<file path="src/rtl/fxa_pkg.sv">
// Types and operation codes for the Q24.8 fixed-point ALU.
package fxa_pkg;

    typedef enum logic [3:0] {
        FUNC_ADD      = 4'd0,
        FUNC_SUB      = 4'd1,
        FUNC_MUL      = 4'd2,
        FUNC_DIV      = 4'd3,
        FUNC_INC      = 4'd4,
        FUNC_DEC      = 4'd5,
        FUNC_MIN      = 4'd6,
        FUNC_MAX      = 4'd7,
        FUNC_GT       = 4'd8,
        FUNC_LT       = 4'd9,
        FUNC_GE       = 4'd10,
        FUNC_LE       = 4'd11,
        FUNC_EQ       = 4'd12,
        FUNC_NE       = 4'd13,
        FUNC_FROM_INT = 4'd14,
        FUNC_TO_INT   = 4'd15
    } func_t;

    localparam int DATA_W = 32;

    // Per-request side information that rides along the divider chain.
    typedef struct packed {
        logic              is_mul;
        logic              is_div;
        logic              neg;
        logic              flag;
        logic              div_error;
        logic [DATA_W-1:0] res;
    } ctl_t;

endpackage

</file>
<file path="src/rtl/fxa_div_cell.sv">
// One restoring-division cell: produces one quotient bit per request.
module fxa_div_cell
    import fxa_pkg::*;
#(
    parameter int NUM_W = 40
) (
    input  logic              aclk,
    input  logic              aresetn,
    input  logic              en,
    input  logic              valid_in,
    input  ctl_t              ctl_in,
    input  logic [NUM_W-1:0]  num_in,
    input  logic [DATA_W-1:0] den_in,
    input  logic [DATA_W-1:0] rem_in,
    input  logic [NUM_W-1:0]  quot_in,
    output logic              valid_out,
    output ctl_t              ctl_out,
    output logic [NUM_W-1:0]  num_out,
    output logic [DATA_W-1:0] den_out,
    output logic [DATA_W-1:0] rem_out,
    output logic [NUM_W-1:0]  quot_out
);

    logic              valid_reg;
    ctl_t              ctl_reg;
    logic [NUM_W-1:0]  num_reg;
    logic [DATA_W-1:0] den_reg;
    logic [DATA_W-1:0] rem_reg;
    logic [NUM_W-1:0]  quot_reg;

    logic [DATA_W-1:0] rem_shift;
    logic              q_bit;
    logic [DATA_W-1:0] rem_next;

    // Remainder stays below the divisor, so its top bit is always clear.
    always_comb begin
        rem_shift = {rem_in[DATA_W-2:0], num_in[NUM_W-1]};
        q_bit     = (rem_shift >= den_in);
        rem_next  = q_bit ? (rem_shift - den_in) : rem_shift;
    end

    always_ff @(posedge aclk) begin
        if (!aresetn) begin
            valid_reg <= 1'b0;
        end else if (en) begin
            valid_reg <= valid_in;
        end
    end

    always_ff @(posedge aclk) begin
        if (en) begin
            ctl_reg  <= ctl_in;
            num_reg  <= {num_in[NUM_W-2:0], 1'b0};
            den_reg  <= den_in;
            rem_reg  <= rem_next;
            quot_reg <= {quot_in[NUM_W-2:0], q_bit};
        end
    end

    assign valid_out = valid_reg;
    assign ctl_out   = ctl_reg;
    assign num_out   = num_reg;
    assign den_out   = den_reg;
    assign rem_out   = rem_reg;
    assign quot_out  = quot_reg;

endmodule

</file>
<file path="config.mk">
export PLATFORM = sky130hd
export DESIGN_NAME = fxa_div_cell
export DESIGN_NICKNAME = d
export VERILOG_FILES = /design/src/rtl/fxa_pkg.sv /design/src/rtl/fxa_div_cell.sv
export SDC_FILE = /design/constraint.sdc
export NUM_CORES = 1
export LEC_CHECK = 0
export ABC_AREA = 1
export BUFFER_PORTS_ARGS = -buffer_cell sky130_fd_sc_hd__buf_2
export CAP_MARGIN = 40
export CORE_MARGIN = 4
export CORE_UTILIZATION = 48
export CTS_CLUSTER_SIZE = 30
export DETAILED_ROUTE_END_ITERATION = 10
export PLACE_DENSITY = 0.84
export SLEW_MARGIN = 10
export SYNTH_ARGS = -nofsm -noshare
export SYNTH_HDL_FRONTEND = slang
export SYNTH_SLANG_ARGS = --single-unit
</file>
<file path="constraint.sdc">
create_clock -name aclk -period 3.3 [get_ports aclk]
set_clock_uncertainty 0.1 [all_clocks]
set_input_delay 0.66 -clock aclk [delete_from_list [all_inputs] [get_ports aclk]]
set_output_delay 0.66 -clock aclk [all_outputs]
set_load 0.02 [all_outputs]
</file>
* After elaboration in Yosys (flattened, before gate mapping)
Cells that the tools add are included.
** Word-level totals
- Output and inout port bits :: 182
- Logic and storage cells :: 14
- Input port bits :: 185
- Bits in registers :: 181
** Cells by class
- Add/subtract/negate cells :: 1
- Magnitude comparators :: 1
- Multiplexer cells :: 1
** Operator list (number)
- $ge A32 B32 Y1 :: 1
- $mux W32 :: 1
- $sub A32 B32 Y32 :: 1

* Depth between registers and ports, before layout
Gate-level depths: netlist of run 1.
- Depth after elaboration :: 2
- Depth in mapped cells :: 16
- Gate-level depth less buffers :: 15

* Least setup slack after synthesis of run 1
OpenSTA, ideal clock, no wires.
- Path kind :: input to register
- Start :: input port num_in[39]
- End :: register rem_reg[25], in the netlist rem_out[25], data pin
- Setup time :: 0.253 ns
- Stages :: 16
- Setup slack :: 0.752 ns
- Required time :: 2.947 ns
- Arrival time :: 2.195 ns
- Path buffers :: 1
- Cell sequence :: inv_1 ha_1 fa_1 inv_1 nand2_1 nand2_1 nand3_1 nand2_2 nand2_1 nand3_1 nand2_1 nand2_4 inv_2 buf_6 nand2_1 nand2_1
** On the way
- Cells in the longest elaborated chain, start to end :: 2
- Elaborated cells on any way between the ends :: 3
- Classes of those cells :: add/sub (1); order compare (1); mux (1)
** Ends and longest elaborated chain
- start: declaration :: RTL line fxa_div_cell.sv:12 : input logic [NUM_W-1:0] num_in,
- $sub A32 B32 Y32 / $ge A32 B32 Y1 (equally long branches) :: RTL line fxa_div_cell.sv:39, fxa_div_cell.sv:38
- $mux W32 (*) :: RTL line fxa_div_cell.sv:39 : rem_next = q_bit ? (rem_shift - den_in) : rem_shift;
- net rem_next[25] :: RTL line fxa_div_cell.sv:33 : logic [DATA_W-1:0] rem_next;
- end signal: assignment :: RTL line fxa_div_cell.sv:55 : rem_reg <= rem_next;
- end: declaration :: RTL line fxa_div_cell.sv:28 : logic [DATA_W-1:0] rem_reg;
Mark *: on every way through the listed nets, which the timed path passes. The rest lies on a longest branch.
A chain may end at the register's enable or synchronous reset.

* Final worst setup path of run 1
- Start :: input port num_in[39]
- End :: register rem_reg[23], in the netlist rem_out[23], data pin
Same word-level chain as after synthesis.

==> metrics.md, run 1 <==
| Metric | Value |
|---|---|
| Outcome | `finished clean` |
| Global-route wire length before repair | `36.9 mm` |
| Most frequent cells in the layout | `362 x buf_2, 310 x nand2_1, 180 x edfxtp_1` |
| # fillers | `1,381` |
| Crit path from | `num_in[39]` |
| Post-route ant nets | `0` |
| DIE AREA | `20,000 µm²` |
| Initial core utilization | `49.1%` |
| H-tree depth | `4` |
| Arr. time, crit path | `2.66 ns` |
| Die Wd | `141 µm` |
| Routability-driven placement congestion ratio | `0.935` |
| Final setup fails | `0` |
| Peak supply drop | `0.341 mV` |
| Seq/Total Area, Yosys | `63.6%` |
| Vias per cell | `4.78` |
| Flops & latches, synth | `181` |
| Worst Tran Pin Value | `0.576 ns` |
| Hold depth | `1` |
| Top cells by area, synth | `edfxtp_1 63%, nand2_1 14%, inv_1 7.1%` |
| Total Neg Setup Slack | `0 ns` |
| Synthesized area | `8530 µm²` |
| Layout Nets | `1,447` |
| Site Rows | `48` |
| RR Endpoint | `valid_out$_SDFFE_PN0P_` |
| Worst-path clk slew | `0.08 ns` |
| Most common cell after layout, fill and taps aside | `buf_2` |
| Max-slew headroom | `61.6%` |
| Port Buffers | `363` |
| GRT overflow | `0` |
| Clock Tree Root | `clkbuf_16` |
| Crit end category | `flop` |
| # clock sinks | `181` |
| WL per Instance | `16.7 µm` |
| Crit path required time | `3.38 ns` |
| Layout cells sized above 1 | `33.0%` |
| FMAX | `388 MHz` |
| Post-Syn Instances | `850` |
| Worst skew pair latency | `0.43 ns` |
| Starting DRC count in detailed routing | `482` |
| Ys Warns | `0` |
| Leakage power | `5.72 nW` |
| Global-route usage over all layers | `24.2%` |
| CP Launch Type | `input port` |
| Hold Vio Cnt, Final | `0` |
| Max_cap viols | `0` |
| FF-to-FF Start | `valid_out$_SDFFE_PN0P_` |
| Ys async rst share | `0%` |
| Worst-path cell chain | `buf_2, inv_1, ha_1, fa_1, inv_1, nand2_1, nand2_1, nand3_1, nand2_2, nand2_1, nand3_1, nand2_1, nand2_4, inv_2, nand2_1, nand2_1` |
| Longest Clk Path Bufs | `2` |
| Syn Nets | `1,068` |
| DRT Pass-1 Iters | `5` |
| Die extent in y | `141 µm` |
| CTS Hold Bufs | `0` |
| Hold Crit Class | `in -> reg` |
| Vias in the first global route | `6,862` |
| IO Pins | `367` |
| CP Max Fanout | `30` |
| Count of cell types in the netlist | `28` |
| Resized Gates After CTS | `0` |
| Reg2reg path depth | `2` |
| Cell accounting for the most synthesized area | `edfxtp_1` |
| Main synth FF type | `edfxtp_1` |
| Tcrit/Tclk final | `78.0%` |
| Final min period | `2.58 ns` |
| CORE AREA | `17,400 µm²` |
| Share of the synthesized area in the top cell type | `63.4%` |
| Post-CTS setup buffers | `0` |
| Setup Crit Path Kind | `in -> reg` |
| Slowest CP cell | `fa_1` |
| Total power divided by cell area | `539 nW/µm²` |
| Largest net degree at the start of global routing | `107` |
| Reg2Reg Setup Slack | `2.56 ns` |
| Max-slew violations | `0` |
| Total wire length | `24.5 mm` |
| Detailed-route via count | `7,012` |
| Final Hold Slack | `0.295 ns` |
| CP endpoint | `rem_out[23]$_DFFE_PP_` |
| DRC violation count after routing | `0` |
| Final HPWL DP | `19.9 mm` |
| Synthesized area per cell | `10.0 µm²` |
| Most frequent CP cell | `nand2_1` |
| CTS tree | `done` |
| CTS Buf Count | `17` |
| RSZ-0062 raised after global routing | `no` |
| Number of flops mapped to enable cells by yosys | `180` |
| Area Overhead vs Synth | `31.4%` |
| Initial antenna violation count | `2` |
| Slowest stage delay, CP | `0.36 ns` |
## per-layer routing
layer | track usage [%] | vias to the layer above | wire, µm
met5 | 0 | - | 20
li1 | - | 3480 | -
met2 | 43.2 | 275 | 12700
met3 | 4.92 | 40 | 1940
met1 | 29.4 | 3215 | 9280
met4 | 7.96 | 2 | 589
## worst min-delay path by stage
stage                                start                      to  slack (ns)
detailed placement  valid_out$_SDFFE_PN0P_  valid_out$_SDFFE_PN0P_        0.43
CTS                            quot_in[25]  quot_out[26]$_DFFE_PP_        0.28
floorplan           valid_out$_SDFFE_PN0P_  valid_out$_SDFFE_PN0P_        0.51
global placement    valid_out$_SDFFE_PN0P_  valid_out$_SDFFE_PN0P_        0.42
finish                         quot_in[16]  quot_out[17]$_DFFE_PP_        0.30
global route                    ctl_in[23]   ctl_out[23]$_DFFE_PP_        0.28
## cell type report
class	count	area [µm²]	area share [%]
diodes	1	2.50	0.0223
clock buffers	18	429	3.83
clock inverters	14	158	1.41
inverters	164	616	5.49
multi-input cells	498	2420	21.6
flip-flops and latches	181	5430	48.4
well taps	225	282	2.51
repair buffers	367	1880	16.8
## worst max-delay path: cells and delay by family
kind	cells	cell delay (ns)
adders and majority gates	2	0.58
buffers and inverters	4	0.46
and+or+nand+nor	10	0.94
## Yosys cell counts, types with 2 or more instances
library cell	instances
o21bai_1	4
buf_6	4
ha_1	32
nor3_1	5
xor2_1	14
buf_4	3
nand3_1	44
inv_2	3
o21ai_0	4
and2_1	3
nand2_1	310
edfxtp_1	180
nand4_1	6
nand3b_1	3
nand2_2	2
nor2_2	2
inv_1	161
nor2_4	2
nor2_1	42
a21oi_1	18
## cells by family (layout without fill, tap and decap cells)
family	after synthesis	after routing	synth area share (%)
and+or+nand+nor	423	423	20.2
DFF	181	181	63.6
buffers and inverters	171	563	8.01
adders and majority gates	33	33	4.93
AOI/OAI and AO/OA	27	27	1.75
xor gates and xnor gates	14	14	1.44
other	1	2	0.0440
## sequential cells by signal, indices dropped and copies added (netlist names)
name and cells:
quot_out 40, num_out 39, ctl_out 37, den_out 32, rem_out 32, valid_out 1
## metrics by stage
stage | instance area [µm²] | cells | power (mW) | util [%] | setup WS, ns
3_3_place_gp | 10600 | 1435 | 4.07 | 61.2 | 0.407
4_1_cts | 11200 | 1467 | 6.08 | 64.6 | 0.733
5_1_grt | 11200 | 1468 | 6.33 | 64.6 | 0.623
6_report | 11200 | 1468 | 6.04 | 64.6 | 0.724
2_1_floorplan | 8530 | 850 | 3.60 | - | 0.752
3_5_place_dp | 10600 | 1435 | 4.10 | 61.2 | 0.300
## power breakdown
group	switching (mW)	internal, mW
Sequential	0.0474	2.77
Combinational	0.825	0.400
Clock	0.975	1.02
No activity file was read; power rests on OpenSTA's default activity.
==> inputs of run 2 (changes only) <==
==> constraint.sdc (replaced) <==
create_clock -name aclk -period 2.4 [get_ports aclk]
set_clock_uncertainty 0.1 [all_clocks]
set_input_delay 0.48 -clock aclk [delete_from_list [all_inputs] [get_ports aclk]]
set_output_delay 0.48 -clock aclk [all_outputs]
set_load 0.02 [all_outputs]
==> run 2 against run 1 <==
Compared with the run above: first-iteration DRC count is 1.0% higher; setup slack worse by 0.49 ns; sequential share of layout area is 2.6 points lower; via count is 4.9% higher; core utilization is 3.6 points higher; clock-buffer cell count is 1 lower; non-clock buffer count is 80 higher; sequential power is 38% higher; combinational power is 53% higher; register-to-register slack worse by 0.95 ns; critical path type unchanged; critical endpoint is now rem_out[25]$_DFFE_PP_; largest cell class unchanged.
==> metrics.md, run 2 (same netlist as run 1, synthesis figures left out) <==
| Metric | Value |
|---|---|
| Hold Crit Class | `in -> reg` |
| FMAX | `462 MHz` |
| RSZ-0062 raised after global routing | `no` |
| Detailed-route via count | `7,357 (+4.9%)` |
| Pwr Total | `8.49 mW (+40%)` |
| Total power divided by cell area | `717 nW/µm² (+33%)` |
| Final setup fails | `0 (unchanged)` |
| DRT Pass-1 Iters | `5 (unchanged)` |
| CTS tree | `done` |
| Leakage power | `6.11 nW (+6.8%)` |
| Die extent in y | `141 µm (unchanged)` |
| Longest Clk Path Bufs | `2 (unchanged)` |
| Final HPWL DP | `20.9 mm (+5.1%)` |
| Tcrit/Tclk final | `90.1%` |
| Max_cap viols | `0 (unchanged)` |
| Setup Crit Path Kind | `in -> reg` |
| Post-CTS setup buffers | `0 (unchanged)` |
| Outcome | `finished clean` |
| Fin cells | `1,548 (+5.4%)` |
| CTS Hold Bufs | `0 (unchanged)` |
| Post-DP Area | `11,200 µm² (+5.9%)` |
| CTS Buf Count | `17 (unchanged)` |
| Arr. time, crit path | `2.24 ns (-0.42 ns)` |
| H-tree depth | `4 (unchanged)` |
| Layout cells sized above 1 | `37.1% (+4.1 points)` |
| Post-route ant nets | `0 (unchanged)` |
| Site Rows | `48 (unchanged)` |
| Most frequent cells in the layout | `362 x buf_2, 310 x nand2_1, 180 x edfxtp_1` |
| # clock sinks | `181 (unchanged)` |
| Vias per cell | `4.75 (-0.50%)` |
| Vias in the first global route | `7,175 (+4.6%)` |
| CORE AREA | `17,400 µm² (unchanged)` |
| IO Pins | `367 (unchanged)` |
| CP Max Fanout | `3 (-90%)` |
| Worst-path clk slew | `0.08 ns (about the same)` |
| Layout Nets | `1,527 (+5.5%)` |
| Max-slew violations | `0 (unchanged)` |
| DRC violation count after routing | `0 (unchanged)` |
| Initial core utilization | `49.1% (unchanged)` |
| Routability-driven placement congestion ratio | `0.922 (-1.3%)` |
| Initial antenna violation count | `1 (-1)` |
| Final Hold Slack | `0.122 ns (-0.173 ns)` |
| Starting DRC count in detailed routing | `487 (+1.0%)` |
| GRT overflow | `0 (unchanged)` |
| Final min period | `2.16 ns` |
| Global-route usage over all layers | `25.0% (+0.75 points)` |
| Clock Tree Root | `clkbuf_16` |
| Post-route cell area | `11,800 µm² (+5.6%)` |
| Total wire length | `25.8 mm (+5.0%)` |
| Global-route wire length before repair | `38.3 mm (+3.8%)` |
| Largest net degree at the start of global routing | `51 (-52%)` |
| Final core area utilization | `68.2% (+3.6 points)` |
| Max reg flops | `40 (unchanged)` |
| CP Launch Type | `input port` |
| Port Buffers | `363 (unchanged)` |
| Placed cell count | `1,515 (+5.6%)` |
| Worst skew pair latency | `0.42 ns (about the same)` |
| Peak supply drop | `0.486 mV (+43%)` |
| Area Overhead vs Synth | `38.8%` |
| Crit path required time | `2.48 ns (-0.90 ns)` |
| Most common cell after layout, fill and taps aside | `buf_2` |
| WL per Instance | `16.6 µm (-0.38%)` |
| Die Wd | `141 µm (unchanged)` |
| DIE AREA | `20,000 µm² (unchanged)` |
| Crit end category | `flop` |
| Hold Vio Cnt, Final | `0 (unchanged)` |
## run 2: worst paths after layout
check                                               to                    from  slack [ns]  depth (start not counted)
worst max-delay path             rem_out[25]$_DFFE_PP_               den_in[7]        0.24                         13
worst min register to register  valid_out$_SDFFE_PN0P_  valid_out$_SDFFE_PN0P_        0.49                          2
worst min-delay path            quot_out[28]$_DFFE_PP_             quot_in[27]        0.12                          1
worst max register to register  valid_out$_SDFFE_PN0P_  valid_out$_SDFFE_PN0P_        1.61                          2
## run 2: routing by layer
layer / up-vias / part of all wire, % / GRT usage [%] / wire, µm
met5: - / 0.070 / 0 / 18
met4: 2 / 3.2 / 8.21 / 820
li1: 3640 / - / - / -
met3: 50 / 7.5 / 5.66 / 1940
met2: 295 / 52 / 45.2 / 13300
met1: 3370 / 38 / 29.3 / 9680
## run 2: repair_timing
item / 4_1_cts / 5_1_grt
hold endpoints to repair: 0 / 0
endpoints found under the setup margin: 0 / 30
gates resized for setup: 0 / 2
## run 2: layout make-up
type | instances | area (µm²)
multi-input combinational | 498 | 2420
clock inverter | 14 | 160
timing repair buffer | 447 | 2500
fill | 1360 | 5520
antenna | 2 | 5.00
sequential | 181 | 5430
inverter | 164 | 618
tap | 225 | 282
clock buffer | 17 | 425
## run 2: per-stage QoR
step	setup WS (ns)	setup TNS, ns
after detailed placement	-0.274	-7.14
after global placement	-0.196	-5.62
after CTS	0.166	0
after floorplan	0.0320	0
after global routing	0.0282	0
final	0.237	0
## run 2: power breakdown
| part | switching, mW | total, mW | internal [mW] |
|---|---|---|---|
| registers | 0.0712 | 3.88 | 3.81 |
| logic | 1.18 | 1.88 | 0.703 |
| clock network | 1.33 | 2.72 | 1.39 |
| total | 2.58 | 8.49 | 5.91 |
## run 2: critical path, stage by stage
cell     delay [ns]
buf_2          0.10
inv_1          0.05
ha_1           0.33
buf_4          0.14
nand2_1        0.07
nor2_1         0.26
nand3_1        0.15
nand3_1        0.22
nand2_1        0.12
nand3_1        0.09
nand2_1        0.05
nand3_1        0.11
nand2_1        0.06
